**config.mk**
```make
export PLATFORM = sky130hd
export DESIGN_NAME = vlx_ctrl
export DESIGN_NICKNAME = d
export VERILOG_FILES = /design/src/rtl/core/vlx_pkg.sv /design/src/rtl/core/vlx_ctrl.sv
export SDC_FILE = /design/constraint.sdc
export NUM_CORES = 1
export LEC_CHECK = 0
export ABC_AREA = 1
export BUFFER_PORTS_ARGS = -buffer_cell sky130_fd_sc_hd__buf_2
export CAP_MARGIN = 15
export CORE_AREA = 2 2 39 41
export DETAILED_ROUTE_END_ITERATION = 16
export DIE_AREA = 0 0 41 43
export GPL_TIMING_DRIVEN = 1
export MAX_ROUTING_LAYER = met4
export SLEW_MARGIN = 20
export SYNTH_ARGS = -nofsm -noshare
export SYNTH_HDL_FRONTEND = slang
export SYNTH_SLANG_ARGS = --single-unit
```
**constraint.sdc**
```tcl
create_clock -name clk -period 1.6 [get_ports clk]
set_input_delay 0.48 -clock clk [delete_from_list [all_inputs] [get_ports clk]]
set_output_delay 0.48 -clock clk [all_outputs]
set_load 0.1 [all_outputs]
```
**src/rtl/core/vlx_pkg.sv**
```systemverilog
package vlx_pkg;

	localparam int NumRegsDefault  = 16;
	localparam int MemWordsDefault = 1024;

	// opcodes
	localparam logic [7:0] OP_RET  = 8'h00;
	localparam logic [7:0] OP_SET  = 8'h01;
	localparam logic [7:0] OP_BEZ  = 8'h04;
	localparam logic [7:0] OP_BGTZ = 8'h05;
	localparam logic [7:0] OP_BLTZ = 8'h06;
	localparam logic [7:0] OP_LD   = 8'hC8;
	localparam logic [7:0] OP_SD   = 8'hCC;

	// arithmetic kinds, bits 3:2 of the opcode
	localparam logic [1:0] KIND_ADD = 2'd0;
	localparam logic [1:0] KIND_SUB = 2'd1;
	localparam logic [1:0] KIND_MUL = 2'd2;
	localparam logic [1:0] KIND_DIV = 2'd3;

	// arithmetic forms, bits 7:6 of the opcode
	localparam logic [1:0] FORM_RR = 2'd0;
	localparam logic [1:0] FORM_RI = 2'd1;
	localparam logic [1:0] FORM_II = 2'd2;

	localparam logic [2:0] ST_OK      = 3'd0;
	localparam logic [2:0] ST_INVALID = 3'd1;
	localparam logic [2:0] ST_DIVZERO = 3'd2;
	localparam logic [2:0] ST_BADREG  = 3'd3;
	localparam logic [2:0] ST_BADADDR = 3'd4;
	localparam logic [2:0] ST_HALTED  = 3'd5;

	typedef enum logic [2:0] {
		S_CLEAR,
		S_IDLE,
		S_READ,
		S_EXEC,
		S_DIV,
		S_DONE,
		S_OUT
	} state_t;

	// controller to datapath
	typedef struct packed {
		logic clr_step;   // write zero at clear pointer
		logic latch_in;   // capture input word
		logic read_ops;   // capture operands
		logic exec;       // evaluate and form result
		logic div_start;
		logic div_step;
		logic div_finish; // take quotient or load data into result
		logic commit;     // write back register or memory
		logic out_take;   // output consumed
	} ctl_t;

	// datapath to controller
	typedef struct packed {
		logic clr_last;
		logic need_div;
		logic div_last;
		logic need_mem;
	} sts_t;

endpackage

```
**src/rtl/core/vlx_ctrl.sv**
```systemverilog
module vlx_ctrl (
	input  logic          clk,
	input  logic          arst_n,
	input  logic          in_valid,
	output logic          in_stall,
	output logic          out_valid,
	input  logic          out_stall,
	input  vlx_pkg::sts_t sts,
	output vlx_pkg::ctl_t ctl
);
	import vlx_pkg::*;

	state_t state_q, state_d;

	// state register
	always_ff @(posedge clk or negedge arst_n) begin
		if (!arst_n) state_q <= S_CLEAR;
		else state_q <= state_d;
	end

	// next state and commands
	always_comb begin
		state_d   = state_q;
		ctl       = '0;
		in_stall  = 1'b1;
		out_valid = 1'b0;
		unique case (state_q)
			S_CLEAR: begin
				ctl.clr_step = 1'b1;
				if (sts.clr_last) state_d = S_IDLE;
			end
			S_IDLE: begin
				in_stall = 1'b0;
				if (in_valid) begin
					ctl.latch_in = 1'b1;
					state_d = S_READ;
				end
			end
			S_READ: begin
				ctl.read_ops = 1'b1;
				state_d = S_EXEC;
			end
			S_EXEC: begin
				ctl.exec = 1'b1;
				if (sts.need_div) begin
					ctl.div_start = 1'b1;
					state_d = S_DIV;
				end else if (sts.need_mem) begin
					state_d = S_DONE;
				end else begin
					ctl.commit = 1'b1;
					state_d = S_OUT;
				end
			end
			S_DIV: begin
				ctl.div_step = 1'b1;
				if (sts.div_last) state_d = S_DONE;
			end
			S_DONE: begin
				ctl.div_finish = 1'b1;
				ctl.commit = 1'b1;
				state_d = S_OUT;
			end
			S_OUT: begin
				out_valid = 1'b1;
				if (!out_stall) begin
					ctl.out_take = 1'b1;
					state_d = S_IDLE;
				end
			end
			default: state_d = S_IDLE;
		endcase
	end

`ifndef SYNTH
	a_commit_once: assert property (@(posedge clk) disable iff (!arst_n)
		ctl.commit |=> state_q == S_OUT) else $error("commit did not lead to output");
	a_out_hold: assert property (@(posedge clk) disable iff (!arst_n)
		out_valid && out_stall |=> out_valid) else $error("output dropped");
	a_accept_idle: assert property (@(posedge clk) disable iff (!arst_n)
		in_valid && !in_stall |=> state_q == S_READ) else $error("accept lost");
`endif

endmodule

```
==> results_dict.tcl <==
set metrics [dict create \
    synth.cell_area_um2 313 \
    synthFlopType "dfrtp_1" \
    max_freq_mhz 543 \
    reg_top3 "state_q (3)" \
    worstMarginPinSlew_ps 258 \
    finalCritPeriodShare_pct 115 \
    crit_type "reg -> out" \
    vias_per_cell 4.52 \
    num_io_pins 19 \
    die_height_um 43 \
    largest-register "state_q" \
    antenna_found_initial 0 \
    final_nets 89 \
    h-tree-depth 1 \
    finalMaxSlewViolations 0 \
    cp.depth 7 \
    row_count 14 \
    setup_ws_ps -241 \
    critPathRequiredTime_ps 1120 \
    synthCells 50 \
    status "complete, but fails checks" \
    synth_area_leaders "dfrtp_1, nand2_1, nor2_1, nor2_4, inv_2" \
    worst-path-buf-inv 4 \
    routabilityCongestion 0.834 \
    insertion_delay_ps 230 \
    fin_skew_ps 2.22 \
    cp-start-kind "register" \
    synth_cell_types 19 \
    grt_util_all_layers_pct 13.9 \
    grt_start_max_net_pins 8 \
    crit_family "flip-flops" \
    start_util_pct 22.6 \
    grt_pass1_wl_um 1750 \
    syn_avg_cell_area_um2 6.26 \
    crit_end "ctl[4]" \
    crit_fanout 6 \
    rrSetupSlack_ps 170 \
    path_cells "inv_4 > nor2_4 > inv_2 > nor2_4 > inv_2 > nor2_4 > buf_12" \
    min_period_ps 1840 \
    cts_tree "yes" \
    cts_root_buffer "clkbuf_4" \
    synth-async-reset-ratio_pct 100 \
    worstSetupEndpointType "primary output" \
    synth_area_leader_cell "dfrtp_1" \
    routedWlPerCell_um 10.8 \
    drt_iter0_drc 8 \
    io_buffers 18 \
    cp_common_cell "nor2_4" \
    route.antenna.remaining_nets 0 \
    max_stage_delay_ps 440 \
    r2r-end "state_q[2]" \
    synth_commonest_cells "nand2_1, nor2_1, inv_2, dfrtp_1, inv_1" \
    drive_gt1_share_pct 71.3 \
    synth_seq_area_share_pct 24.0 \
    cts_sinks 3 \
    drtPass1Iterations 4 \
    cts_buffer_depth 2 \
    core_area_um2 1380 \
    post-route-drc-count 0 \
    crit_path_top_delay_cell "dfrtp_2" \
    place_area_um2 698 \
    syn-num-nets 58 \
    netlist.area_leader.share_pct 24.0 \
    setup_viol 11 \
    hold_violations 0 \
    die_width_um 41 \
    clkSlewWorstSetupHoldPaths_ps 40 \
    ys_seq_elements 3 \
    violations "negative setup slack" \
    largest_reg_flops 3 \
    synth_edf_count 0 \
    ys_warn_count 0 \
    startpoint "state_q[1]" \
    diodes 0 \
    relSlewSlack_pct 82.7 \
    rr_worst_depth 11 \
    final_area_um2 783 \
    overflow 0 \
    worstReg2RegStart "state_q[1]" \
    vias 434 \
    area_growth_syn_to_layout_pct 150 \
    hold_class "in -> async" \
    drt-total-wl_um 1040 \
    dp_hpwl_um 767 \
    setup_tns_ps -1960 \
    rsz0062_at_grt "yes" \
    drv_cap 0 \
    yosysMostFrequentCell "nand2_1" \
    grt_pass1_vias 460 \
    die_area_um2 1760 \
    whs_ps 34.0 \
    crit_arrival_ps 1360 \
    cts_buffers 3 \
]
==> area by class of cell <==
cell class                      count  area [um2]
Clock buffer                        4        26.3
Fill cell                         122         601
Inverter                            8        37.5
Multi-Input combinational cell     37         283
Sequential cell                     3        78.8
Tap cell                           16        20.0
Timing Repair Buffer               28         338
==> cell families (layout without fill, tap and decap cells) <==
kind of cell    after synthesis  in the layout  share of synthesized area (%)
simple gates                 33             33                           52.0
buf+inv                      10             40                           17.2
compound gates                4              4                           6.80
flops                         3              3                           24.0
==> worst min path at each step <==
stage / end / slack, ps
2_1_floorplan: state_q[0] / 180
3_3_place_gp: state_q[1] / 270
3_5_place_dp: state_q[2] / 280
4_1_cts: state_q[2] / 40
5_1_grt: state_q[2] / 40
6_report: state_q[1] / 30
==> worst reg2reg max path: cells and delay by family (launching register included) <==
kind	cells	cell delay (ps)
buffers and inverters	6	570
DFF	1	440
and+or+nand+nor	5	360
==> per-stage QoR <==
step | util (%) | std cells | setup WS, ps
floorplan | - | 50 | -651
global placement | 50.5 | 89 | -25.0
detailed placement | 50.5 | 89 | -52.1
CTS | 55.9 | 95 | -210
global route | 56.6 | 96 | -280
finish | 56.6 | 96 | -241
==> repair_timing <==
action                     4_1_cts  5_1_grt
buffers inserted                 2        1
hold buffers                     0        0
setup endpoints to repair       11       11
resized for setup               10        1
pin swaps                        2        4
==> per-layer routing <==
layer | wire [um] | track usage, % | part of all wire [%]
met5 | 0 | - | 0
met3 | 35 | 0 | 3.4
met2 | 588 | 23.4 | 56
met1 | 412 | 17.6 | 40
met4 | 5 | 4.00 | 0.48
==> layout by cell type, fill, tap and decap left out, types with 3 or more instances in the layout <==
master    Yosys  final
nand2_2       2      3
dfrtp_2       0      3
inv_2         4      4
buf_4         1      9
buf_12        0     11
buf_2         0      7
nand2_1      12     10
nor2_4        2      7
clkbuf_4      0      3
nor2_1        9      3
Power is left out: the tool's default activity adds up to more than one toggle a clock period on the data nets, which glitch-free logic cannot reach.
